--- src/design/rrqs_pkg.sv ---
// Shared types and constants of the round-robin quantum scheduler.
package rrqs_pkg;

    localparam int NUM_TASKS_DEF = 16;

    localparam logic [1:0] FN_TICK = 2'd0;
    localparam logic [1:0] FN_IO   = 2'd1;
    localparam logic [1:0] FN_TERM = 2'd2;

    localparam logic CFG_QUANTUM  = 1'b0;
    localparam logic CFG_OVERHEAD = 1'b1;

    typedef enum logic [1:0] {
        ST_READY,
        ST_RUNNING,
        ST_SLEEP,
        ST_DONE
    } status_t;

    typedef enum logic [2:0] {
        S_IDLE,
        S_EVENT,
        S_SWEEP_A,
        S_SWEEP_B,
        S_RESP
    } fsm_t;

    typedef struct packed {
        status_t     status;
        logic [7:0]  quantum_left;
        logic [7:0]  sleep_left;
        logic [31:0] ready_since;
        logic [31:0] wait_total;
    } entry_t;

    localparam entry_t ENTRY_RESET = '{ST_READY, 8'd0, 8'd0, 32'd0, 32'd0};

    typedef struct packed {
        logic [1:0] func;
        logic [3:0] task_index;
        logic [7:0] sleep_ticks;
    } item_t;

    typedef struct packed {
        logic        run_valid;
        logic [3:0]  run_task;
        logic        switched;
        logic [31:0] now_tick;
        logic [31:0] entry_wait;
        logic [4:0]  live_count;
        logic        all_done;
    } result_t;

endpackage

--- src/design/rrqs_table.sv ---
// Task table memory with registered read and per-entry valid bits.
module rrqs_table #(
    parameter int NUM_TASKS = rrqs_pkg::NUM_TASKS_DEF
) (
    input  logic                         clk,
    input  logic                         rst_n,
    input  logic                         rd_en,
    input  logic [$clog2(NUM_TASKS)-1:0] rd_addr,
    input  logic                         wr_en,
    input  logic [$clog2(NUM_TASKS)-1:0] wr_addr,
    input  rrqs_pkg::entry_t             wr_data,
    output rrqs_pkg::entry_t             rd_data
);
    import rrqs_pkg::*;

    entry_t                 mem [NUM_TASKS];
    entry_t                 mem_q_reg;
    logic [NUM_TASKS-1:0]   vld_reg;
    logic                   rd_vld_reg;

    always_ff @(posedge clk)
    begin
        if (wr_en)
        begin
            mem[wr_addr] <= wr_data;
        end
        if (rd_en)
        begin
            mem_q_reg <= mem[rd_addr];
        end
    end

    always_ff @(posedge clk or negedge rst_n)
    begin
        if (!rst_n)
        begin
            vld_reg    <= '0;
            rd_vld_reg <= 1'b0;
        end
        else
        begin
            if (wr_en)
            begin
                vld_reg[wr_addr] <= 1'b1;
            end
            if (rd_en)
            begin
                rd_vld_reg <= vld_reg[rd_addr];
            end
        end
    end

    // never-written entries read as their reset contents
    assign rd_data = rd_vld_reg ? mem_q_reg : ENTRY_RESET;

endmodule

--- src/design/rrqs_ctrl.sv ---
// Sequencer: event handling and the two read-modify-write sweeps over the table.
module rrqs_ctrl #(
    parameter int NUM_TASKS = rrqs_pkg::NUM_TASKS_DEF
) (
    input  logic                         clk,
    input  logic                         rst_n,
    input  logic                         start,
    input  rrqs_pkg::item_t              item,
    input  logic [7:0]                   quantum_ticks,
    input  logic [3:0]                   switch_overhead,
    output logic                         busy,
    output logic                         done,
    output rrqs_pkg::result_t            result,
    output logic                         rd_en,
    output logic [$clog2(NUM_TASKS)-1:0] rd_addr,
    output logic                         wr_en,
    output logic [$clog2(NUM_TASKS)-1:0] wr_addr,
    output rrqs_pkg::entry_t             wr_data,
    input  rrqs_pkg::entry_t             rd_data
);
    import rrqs_pkg::*;

    localparam int IW = $clog2(NUM_TASKS);
    localparam int CW = $clog2(NUM_TASKS + 1);
    localparam int XW = ((IW > 4) ? IW : 4) + 1;

    fsm_t            state_reg, state_next;
    item_t           item_reg, item_next;
    logic [31:0]     time_reg, time_next;
    logic            run_valid_reg, run_valid_next;
    logic [IW-1:0]   run_idx_reg, run_idx_next;
    logic [IW-1:0]   ptr_reg, ptr_next;
    logic [CW-1:0]   live_reg, live_next;
    logic [CW-1:0]   cnt_reg, cnt_next;
    logic            p_valid_reg, p_valid_next;
    logic [IW-1:0]   p_addr_reg, p_addr_next;
    logic            candq_v_reg, candq_v_next;
    logic [IW-1:0]   candq_idx_reg, candq_idx_next;
    logic            candr_v_reg, candr_v_next;
    logic [IW-1:0]   candr_idx_reg, candr_idx_next;
    logic            sel_v_reg, sel_v_next;
    logic [IW-1:0]   sel_idx_reg, sel_idx_next;
    logic            reload_reg, reload_next;
    logic            switched_reg, switched_next;
    logic [31:0]     ewait_reg, ewait_next;

    logic [IW:0]     rot_sum;
    logic [IW-1:0]   rot_addr;
    logic            in_range;
    logic [31:0]     t_final;

    assign rot_sum  = (IW + 1)'(ptr_reg) + (IW + 1)'(cnt_reg);
    assign rot_addr = (rot_sum >= (IW + 1)'(NUM_TASKS))
                      ? IW'(rot_sum - (IW + 1)'(NUM_TASKS)) : rot_sum[IW-1:0];
    assign in_range = XW'(item.task_index) < XW'(NUM_TASKS);
    assign t_final  = time_reg + 32'(switch_overhead);

    always_ff @(posedge clk or negedge rst_n)
    begin
        if (!rst_n)
        begin
            state_reg     <= S_IDLE;
            time_reg      <= '0;
            run_valid_reg <= 1'b0;
            run_idx_reg   <= '0;
            ptr_reg       <= '0;
            live_reg      <= CW'(NUM_TASKS);
            cnt_reg       <= '0;
            p_valid_reg   <= 1'b0;
            candq_v_reg   <= 1'b0;
            candr_v_reg   <= 1'b0;
            sel_v_reg     <= 1'b0;
            reload_reg    <= 1'b0;
            switched_reg  <= 1'b0;
            ewait_reg     <= '0;
        end
        else
        begin
            state_reg     <= state_next;
            time_reg      <= time_next;
            run_valid_reg <= run_valid_next;
            run_idx_reg   <= run_idx_next;
            ptr_reg       <= ptr_next;
            live_reg      <= live_next;
            cnt_reg       <= cnt_next;
            p_valid_reg   <= p_valid_next;
            candq_v_reg   <= candq_v_next;
            candr_v_reg   <= candr_v_next;
            sel_v_reg     <= sel_v_next;
            reload_reg    <= reload_next;
            switched_reg  <= switched_next;
            ewait_reg     <= ewait_next;
        end
    end

    always_ff @(posedge clk)
    begin
        item_reg      <= item_next;
        p_addr_reg    <= p_addr_next;
        candq_idx_reg <= candq_idx_next;
        candr_idx_reg <= candr_idx_next;
        sel_idx_reg   <= sel_idx_next;
    end

    always_comb
    begin
        entry_t      e;
        entry_t      n;
        logic [32:0] sum;
        logic [31:0] w;

        state_next     = state_reg;
        item_next      = item_reg;
        time_next      = time_reg;
        run_valid_next = run_valid_reg;
        run_idx_next   = run_idx_reg;
        ptr_next       = ptr_reg;
        live_next      = live_reg;
        cnt_next       = cnt_reg;
        p_valid_next   = 1'b0;
        p_addr_next    = p_addr_reg;
        candq_v_next   = candq_v_reg;
        candq_idx_next = candq_idx_reg;
        candr_v_next   = candr_v_reg;
        candr_idx_next = candr_idx_reg;
        sel_v_next     = sel_v_reg;
        sel_idx_next   = sel_idx_reg;
        reload_next    = reload_reg;
        switched_next  = switched_reg;
        ewait_next     = ewait_reg;
        rd_en          = 1'b0;
        rd_addr        = rot_addr;
        wr_en          = 1'b0;
        wr_addr        = p_addr_reg;
        e              = rd_data;
        n              = rd_data;
        sum            = '0;
        w              = '0;

        // sweep read issue, shared by both passes
        if ((state_reg == S_SWEEP_A || state_reg == S_SWEEP_B) && cnt_reg != CW'(NUM_TASKS))
        begin
            rd_en        = 1'b1;
            p_valid_next = 1'b1;
            p_addr_next  = rot_addr;
            cnt_next     = cnt_reg + CW'(1);
        end

        case (state_reg)
            S_IDLE:
            begin
                if (start)
                begin
                    item_next     = item;
                    ewait_next    = '0;
                    switched_next = 1'b0;
                    if (item.func == FN_TICK)
                    begin
                        time_next    = time_reg + 32'd1;
                        cnt_next     = '0;
                        candq_v_next = 1'b0;
                        candr_v_next = 1'b0;
                        sel_v_next   = 1'b0;
                        reload_next  = 1'b0;
                        state_next   = S_SWEEP_A;
                    end
                    else if ((item.func == FN_IO || item.func == FN_TERM) && in_range)
                    begin
                        rd_en      = 1'b1;
                        rd_addr    = IW'(item.task_index);
                        state_next = S_EVENT;
                    end
                    else
                    begin
                        state_next = S_RESP;
                    end
                end
            end

            S_EVENT:
            begin
                wr_addr = IW'(item_reg.task_index);
                if (e.status != ST_DONE)
                begin
                    wr_en = 1'b1;
                    if (item_reg.func == FN_IO)
                    begin
                        n.status     = ST_SLEEP;
                        n.sleep_left = item_reg.sleep_ticks;
                    end
                    else
                    begin
                        n.status  = ST_DONE;
                        live_next = live_reg - CW'(1);
                    end
                    if (run_valid_reg && run_idx_reg == IW'(item_reg.task_index))
                    begin
                        run_valid_next = 1'b0;
                    end
                end
                ewait_next = e.wait_total;
                state_next = S_RESP;
            end

            S_SWEEP_A:
            begin
                if (p_valid_reg)
                begin
                    wr_en = 1'b1;
                    // wake or count down a sleeper
                    if (e.status == ST_SLEEP)
                    begin
                        if (e.sleep_left <= 8'd1)
                        begin
                            n.sleep_left  = '0;
                            n.status      = ST_READY;
                            n.ready_since = time_reg;
                        end
                        else
                        begin
                            n.sleep_left = e.sleep_left - 8'd1;
                        end
                    end
                    // spend the running entry's quantum
                    if (run_valid_reg && p_addr_reg == run_idx_reg)
                    begin
                        if (e.quantum_left <= 8'd1)
                        begin
                            n.quantum_left = '0;
                            n.status       = ST_READY;
                            n.ready_since  = time_reg;
                            run_valid_next = 1'b0;
                        end
                        else
                        begin
                            n.quantum_left = e.quantum_left - 8'd1;
                            ewait_next     = e.wait_total;
                        end
                    end
                    // first candidates in round-robin order
                    if (n.status == ST_READY)
                    begin
                        if (!candr_v_reg)
                        begin
                            candr_v_next   = 1'b1;
                            candr_idx_next = p_addr_reg;
                        end
                        if (!candq_v_reg && n.quantum_left != 8'd0)
                        begin
                            candq_v_next   = 1'b1;
                            candq_idx_next = p_addr_reg;
                        end
                    end
                end
                if (cnt_reg == CW'(NUM_TASKS))
                begin
                    if (run_valid_next)
                    begin
                        state_next = S_RESP;
                    end
                    else
                    begin
                        reload_next  = !candq_v_next;
                        sel_v_next   = candq_v_next
                                       || (candr_v_next && quantum_ticks != 8'd0);
                        sel_idx_next = candq_v_next ? candq_idx_next : candr_idx_next;
                        ewait_next   = '0;
                        cnt_next     = '0;
                        state_next   = S_SWEEP_B;
                    end
                end
            end

            S_SWEEP_B:
            begin
                if (p_valid_reg)
                begin
                    wr_en = 1'b1;
                    if (reload_reg && e.status != ST_DONE)
                    begin
                        n.quantum_left = quantum_ticks;
                    end
                    // sleepers keep counting through the switch overhead
                    if (sel_v_reg && e.status == ST_SLEEP)
                    begin
                        if (e.sleep_left <= 8'(switch_overhead))
                        begin
                            n.status      = ST_READY;
                            n.sleep_left  = '0;
                            n.ready_since = time_reg + 32'(e.sleep_left);
                        end
                        else
                        begin
                            n.sleep_left = e.sleep_left - 8'(switch_overhead);
                        end
                    end
                    if (sel_v_reg && p_addr_reg == sel_idx_reg)
                    begin
                        w            = t_final - e.ready_since;
                        sum          = {1'b0, e.wait_total} + {1'b0, w};
                        n.status     = ST_RUNNING;
                        n.wait_total = sum[32] ? '1 : sum[31:0];
                        ewait_next   = n.wait_total;
                    end
                end
                if (cnt_reg == CW'(NUM_TASKS))
                begin
                    if (sel_v_reg)
                    begin
                        run_valid_next = 1'b1;
                        run_idx_next   = sel_idx_reg;
                        ptr_next       = (sel_idx_reg == IW'(NUM_TASKS - 1))
                                         ? '0 : sel_idx_reg + IW'(1);
                        switched_next  = 1'b1;
                        time_next      = t_final;
                    end
                    state_next = S_RESP;
                end
            end

            S_RESP:
            begin
                state_next = S_IDLE;
            end

            default:
            begin
                state_next = S_IDLE;
            end
        endcase

        wr_data = n;
    end

    assign busy = (state_reg != S_IDLE);
    assign done = (state_reg == S_RESP);

    assign result.run_valid  = run_valid_reg;
    assign result.run_task   = run_valid_reg ? 4'(run_idx_reg) : 4'd0;
    assign result.switched   = switched_reg;
    assign result.now_tick   = time_reg;
    assign result.entry_wait = ewait_reg;
    assign result.live_count = 5'(live_reg);
    assign result.all_done   = (live_reg == '0);

endmodule

--- src/design/round_robin_quantum_scheduler.sv ---
// Top level of the round-robin quantum scheduler: configuration, table and sequencer.
//
// Usage:
//   Drive item (func, task_index, sleep_ticks) with start while busy is low;
//   the item is taken at that clock edge and busy rises. Exactly one result
//   follows on result, marked by done for a single cycle; the receiver has
//   no way to stall it and must take it then. busy falls the cycle after done.
//   An I/O request or terminate reads its table entry and writes it back
//   unless the entry is done; an unused event kind or an out-of-range
//   index answers without touching the table. A tick sweeps all NUM_TASKS
//   entries through the table's single read port; when the running slot
//   is free, a second sweep reloads quanta when no ready entry has quantum
//   left and, when an entry is selected, runs the switch-overhead countdown
//   and charges the selected entry's wait. Configuration writes (cfg_we,
//   cfg_index, cfg_data) take effect at once and belong to idle time.
//   Reset: all entries ready with zero quantum, nothing running, time zero,
//   quantum_ticks 1, switch_overhead 1. The table clears through valid bits,
//   so no clearing pass is needed and items are taken right after reset.
module round_robin_quantum_scheduler #(
    parameter int NUM_TASKS = rrqs_pkg::NUM_TASKS_DEF
) (
    input  logic              clk,
    input  logic              rst_n,
    input  logic              start,
    input  rrqs_pkg::item_t   item,
    output logic              busy,
    output logic              done,
    output rrqs_pkg::result_t result,
    input  logic              cfg_we,
    input  logic              cfg_index,
    input  logic [7:0]        cfg_data
);
    import rrqs_pkg::*;

    localparam int IW = $clog2(NUM_TASKS);

    logic [7:0]    quantum_reg;
    logic [3:0]    overhead_reg;
    logic          rd_en;
    logic [IW-1:0] rd_addr;
    logic          wr_en;
    logic [IW-1:0] wr_addr;
    entry_t        wr_data;
    entry_t        rd_data;

    // hold configuration; the user writes it only between items, the block does not enforce this
    always_ff @(posedge clk or negedge rst_n)
    begin
        if (!rst_n)
        begin
            quantum_reg  <= 8'd1;
            overhead_reg <= 4'd1;
        end
        else if (cfg_we)
        begin
            case (cfg_index)
                CFG_QUANTUM:  quantum_reg  <= cfg_data;
                CFG_OVERHEAD: overhead_reg <= cfg_data[3:0];
                default:      quantum_reg  <= quantum_reg;
            endcase
        end
    end

    // task table: one read and one write port, registered read
    rrqs_table #(
        .NUM_TASKS (NUM_TASKS)
    ) u_table (
        .clk     (clk),
        .rst_n   (rst_n),
        .rd_en   (rd_en),
        .rd_addr (rd_addr),
        .wr_en   (wr_en),
        .wr_addr (wr_addr),
        .wr_data (wr_data),
        .rd_data (rd_data)
    );

    // event sequencer and round-robin sweeps
    rrqs_ctrl #(
        .NUM_TASKS (NUM_TASKS)
    ) u_ctrl (
        .clk             (clk),
        .rst_n           (rst_n),
        .start           (start),
        .item            (item),
        .quantum_ticks   (quantum_reg),
        .switch_overhead (overhead_reg),
        .busy            (busy),
        .done            (done),
        .result          (result),
        .rd_en           (rd_en),
        .rd_addr         (rd_addr),
        .wr_en           (wr_en),
        .wr_addr         (wr_addr),
        .wr_data         (wr_data),
        .rd_data         (rd_data)
    );

    // an accepted item always makes the block busy
    a_accept_busy: assert property (@(posedge clk) disable iff (!rst_n)
        start && !busy |=> busy)
        else $error("accepted item did not raise busy");

    // a result appears only while an item is in flight
    a_done_busy: assert property (@(posedge clk) disable iff (!rst_n)
        done |-> busy)
        else $error("result strobe outside an item");

    // one result per item
    a_done_pulse: assert property (@(posedge clk) disable iff (!rst_n)
        done |=> !done && !busy)
        else $error("result strobe longer than one cycle");

    // idle slot reports entry zero
    a_idle_task: assert property (@(posedge clk) disable iff (!rst_n)
        done && !result.run_valid |-> result.run_task == 4'd0)
        else $error("run_task set while nothing runs");

endmodule

--- config.mk ---
export PLATFORM = sky130hd
export DESIGN_NAME = round_robin_quantum_scheduler
export DESIGN_NICKNAME = d
export VERILOG_FILES = /design/src/design/rrqs_pkg.sv /design/src/design/rrqs_table.sv /design/src/design/rrqs_ctrl.sv /design/src/design/round_robin_quantum_scheduler.sv
export SDC_FILE = /design/constraint.sdc
export NUM_CORES = 2
export LEC_CHECK = 0
export ABC_AREA = 1
export BUFFER_PORTS_ARGS = -buffer_cell sky130_fd_sc_hd__buf_2
export CORE_MARGIN = 5
export CORE_UTILIZATION = 35
export DETAILED_ROUTE_END_ITERATION = 12
export SLEW_MARGIN = 0
export SYNTH_ARGS = -nofsm -noshare
export SYNTH_HDL_FRONTEND = slang
export SYNTH_SLANG_ARGS = --single-unit
--- constraint.sdc ---
create_clock -name clk -period 6 [get_ports clk]
set_clock_uncertainty 0.2 [all_clocks]
set_input_delay 0.3 -clock clk [delete_from_list [all_inputs] [get_ports clk]]
set_output_delay 0.3 -clock clk [all_outputs]
set_load 0.03 [all_outputs]
==> impl_summary.txt <==
----------------------------------------------------
[Cells and area]
  Share of post-route cells with drive strength above 1 ... 13.2%
  Flip-flop count of the largest register after layout ... 1312
  Final net count ... 6695
  Most frequent standard cell in the layout excluding fill and tap cells ... sky130_fd_sc_hd__edfxtp_1
  Area of the multi-input gates ... 21700 um2
  Leading cell types in the layout, fill and taps excluded ... 1424 x sky130_fd_sc_hd__edfxtp_1, 868 x sky130_fd_sc_hd__nor2_1, 807 x sky130_fd_sc_hd__nand2_1
  Cell area after layout ... 81200 um2
  Fill count ... 18602
  Footprint of the flip-flops and latches ... 45800 um2
  Layout Area Growth over Synthesis ... 16.5%
  Fin util ... 41.1%

[Floorplanning]
  X dimension of the die ... 456 um
  Num ports ... 105
  Num rows ... 163
  Starting utilization of the core area ... 35.3%
  Core region area ... 198000 um2
  Area of the die ... 208000 um2
  Die height ... 456 um

[CTS]
  CTS buffer count ... 155
  Clock latency reported for the late side of the worst-skew pair ... 0.82 ns
  Longest Clk Path Bufs ... 3
  Root buffer cell ... sky130_fd_sc_hd__clkbuf_16
  CTS tree ... yes
  Clock sink count ... 1545
  Clock transition time at the flip-flop clock pins of the worst setup and hold paths ... 0.06 ns
  Maximum level of the CTS H-tree ... 4

[Routing]
  Vias post-DR ... 52305
  Drc violations ... 0
  Drt first-iter violations ... 6106
  Vias per Instance ... 5.60
  Drt total wl ... 233000 um
  Number of routed nets with antenna violations ... 0
  Routed wire length per instance ... 24.9 um
  First-pass iteration count of the detailed router ... 5

[Worst setup path]
  Critical path startpoint category ... flip-flop
  Maximum single-stage delay on the critical path ... 0.53 ns
  Data arrival time of the worst path ... 6.18 ns
  Crit path max-delay cell type ... sky130_fd_sc_hd__dfstp_2
  Data required, critical path ... 6.46 ns
  Critical path class ... flip-flop to flip-flop
  Cell with the most instances on the worst path ... sky130_fd_sc_hd__nand2_1
  Max Fanout on Critical Path ... 8
  Gate family responsible for the most delay along the worst path ... simple AND/OR/NAND/NOR gates
  Buf+Inv Stages, Crit Path ... 7
  Crit end category ... flip-flop

[GRT]
  Total routing usage reported by global routing ... 21.4%
  First-pass GRT wire length ... 336000 um
  Maximum number of pins on one net before global-route repair ... 260
  Vias in the first global route ... 49547
  Number of antenna violations at the first check in global routing ... 6
  Overflow after GRT ... 0

[STA]
  Final Cycle Share ... 95.3%
  Setup-failing EPs final ... 0
  Crit path time final ... 5.72 ns
  Maximum frequency from static timing analysis ... 0.175 GHz
  Setup tns final ... 0 ns
  Worst-Margin Slew ... 1.38 ns
  Worst hold slack ... 0.0716 ns
  Remaining max-slew budget at the tightest pin ... 7.40%
  Final Slew Violations ... 0
  Number of hold violations in the final report ... 0

[Logic synthesis]
  Adder and majority gate portion of the synthesized area ... 1.86%
  Netlist cell types ... 68
  Compound-cell area share of the yosys netlist ... 14.2%
  Cell type with the largest total area after synthesis ... sky130_fd_sc_hd__edfxtp_1
  Main combinational cell family by area after synthesis ... compound AO/OA/AOI/OAI gates
  Flop and latch count out of synthesis ... 1545
  Synthesized instance count ... 6284
  Biggest area contributors in the synthesized netlist ... sky130_fd_sc_hd__edfxtp_1 61%, sky130_fd_sc_hd__o21ai_0 5.5%, sky130_fd_sc_hd__nor2_1 4.9%, sky130_fd_sc_hd__nand2_1 4.4%, sky130_fd_sc_hd__dfrtp_1 4.2%
  Nets in the synthesized netlist ... 6411
  Multiplexer share of the synthesized area ... 0.0646%
  Post-synth top area share ... 61.4%
  EDFF count, synth ... 1424
  Fraction of registers with async set or reset after synthesis ... 7.83%
  Cell area after synthesis ... 69700 um2
  Prevailing post-synth register cell ... sky130_fd_sc_hd__edfxtp_1
  Xor-xnor portion of the synthesized cell area ... 1.33%
  Sequential fraction of the synthesis area ... 65.7%
  Average size of a mapped cell ... 11.1 um2
  Number of warnings reported in the yosys synthesis log ... 0
  Simple-gate portion of the synthesized area ... 12.6%

[Status]
  Status ... complete, no violations

[Min path]
  Worst min path class ... input port to flip-flop

[Placed design]
  GP Congestion ... 0.995
  Area of placed instances ... 74900 um2
  Final HPWL from detailed placement ... 132000 um
  Number of I/O port buffers ... 104

[Job]
  Count of max-cap constraint violations ... 0

----------------------------------------------------
area by class of cell:
class                   count  share of cell area [%]
clock buffers             208                    5.18
inverters                 345                    1.64
diodes                      2                 0.00617
repair buffers            486                    5.07
multi-input cells        4035                    26.8
well taps                2640                    4.07
clock inverters            76                   0.840
flip-flops and latches   1545                    56.4
path summary, 6_finish.rpt:
check                                   startpoint              endpoint  slack, ns  cells past startpoint
worst max-delay path               overhead_reg[0]    u_table.mem[1][13]       0.28                     32
worst min-delay path                      item[11]   u_ctrl.item_reg[11]       0.07                      2
worst max register to register     overhead_reg[0]    u_table.mem[1][13]       0.28                     32
worst min register to register  u_table.vld_reg[8]    u_table.vld_reg[8]       0.27                      2
max in group asynchronous                    rst_n  u_ctrl.run_valid_reg       4.20                      4
min in group asynchronous                    rst_n    u_ctrl.live_reg[4]       0.42                      3
worst reg2reg max path: cells and delay by family (launching register included):
kind	cells	cell delay, ns
buffers and inverters	7	1.02
AO/OA/AOI/OAI	4	0.46
AND/OR/NAND/NOR	15	1.84
XOR/XNOR	2	0.58
flip-flops	1	0.53
adder cells (fa/ha/maj)	4	0.92
cells in the mapped netlist (123+ instances only):
library cell,n
sky130_fd_sc_hd__edfxtp_1,1424
sky130_fd_sc_hd__inv_1,324
sky130_fd_sc_hd__nand2_1,823
sky130_fd_sc_hd__o21ai_1,223
sky130_fd_sc_hd__o21ai_0,759
sky130_fd_sc_hd__buf_2,123
sky130_fd_sc_hd__o221ai_1,206
sky130_fd_sc_hd__nor2_1,902
sky130_fd_sc_hd__a21oi_1,172
sky130_fd_sc_hd__o22ai_1,156
sky130_fd_sc_hd__clkbuf_1,185
sky130_fd_sc_hd__nand3_1,267
cells by family after synthesis:
group	count (synthesis)
AOI/OAI and AO/OA	1687
xor gates and xnor gates	106
adders and majority gates	100
buffers and inverters	704
DFF	1545
muxes	4
and+or+nand+nor	2138
per-layer routing:
layer | vias to the layer above | wire (um) | part of all wire [%] | global-route usage [%]
met5 | - | 0 | 0 | 0
met4 | 0 | 8940 | 3.8 | 8.05
met3 | 394 | 18300 | 7.9 | 3.05
met2 | 2465 | 106000 | 46 | 33.7
met1 | 26110 | 98900 | 43 | 30.1
li1 | 23336 | - | - | -
metrics by stage:
step           cells  setup WS, ns
3_3_place_gp    8979        -0.231
5_1_grt         9337       -0.0444
4_1_cts         9310        0.0100
3_5_place_dp    8979        -0.208
6_report        9337         0.281
2_1_floorplan   6284         0.315
timing repair:
action / CTS / global route
setup buffers: 1 / 12
pin swaps: 4 / 35
setup endpoints to repair: 525 / 544
hold endpoints to repair: 106 / 0
resized for setup: 17 / 173
gates cloned: 2 / 11
hold buffers: 44 / 0
Power is left out: the tool's default activity adds up to more than one toggle a clock period on the data nets, which glitch-free logic cannot reach.
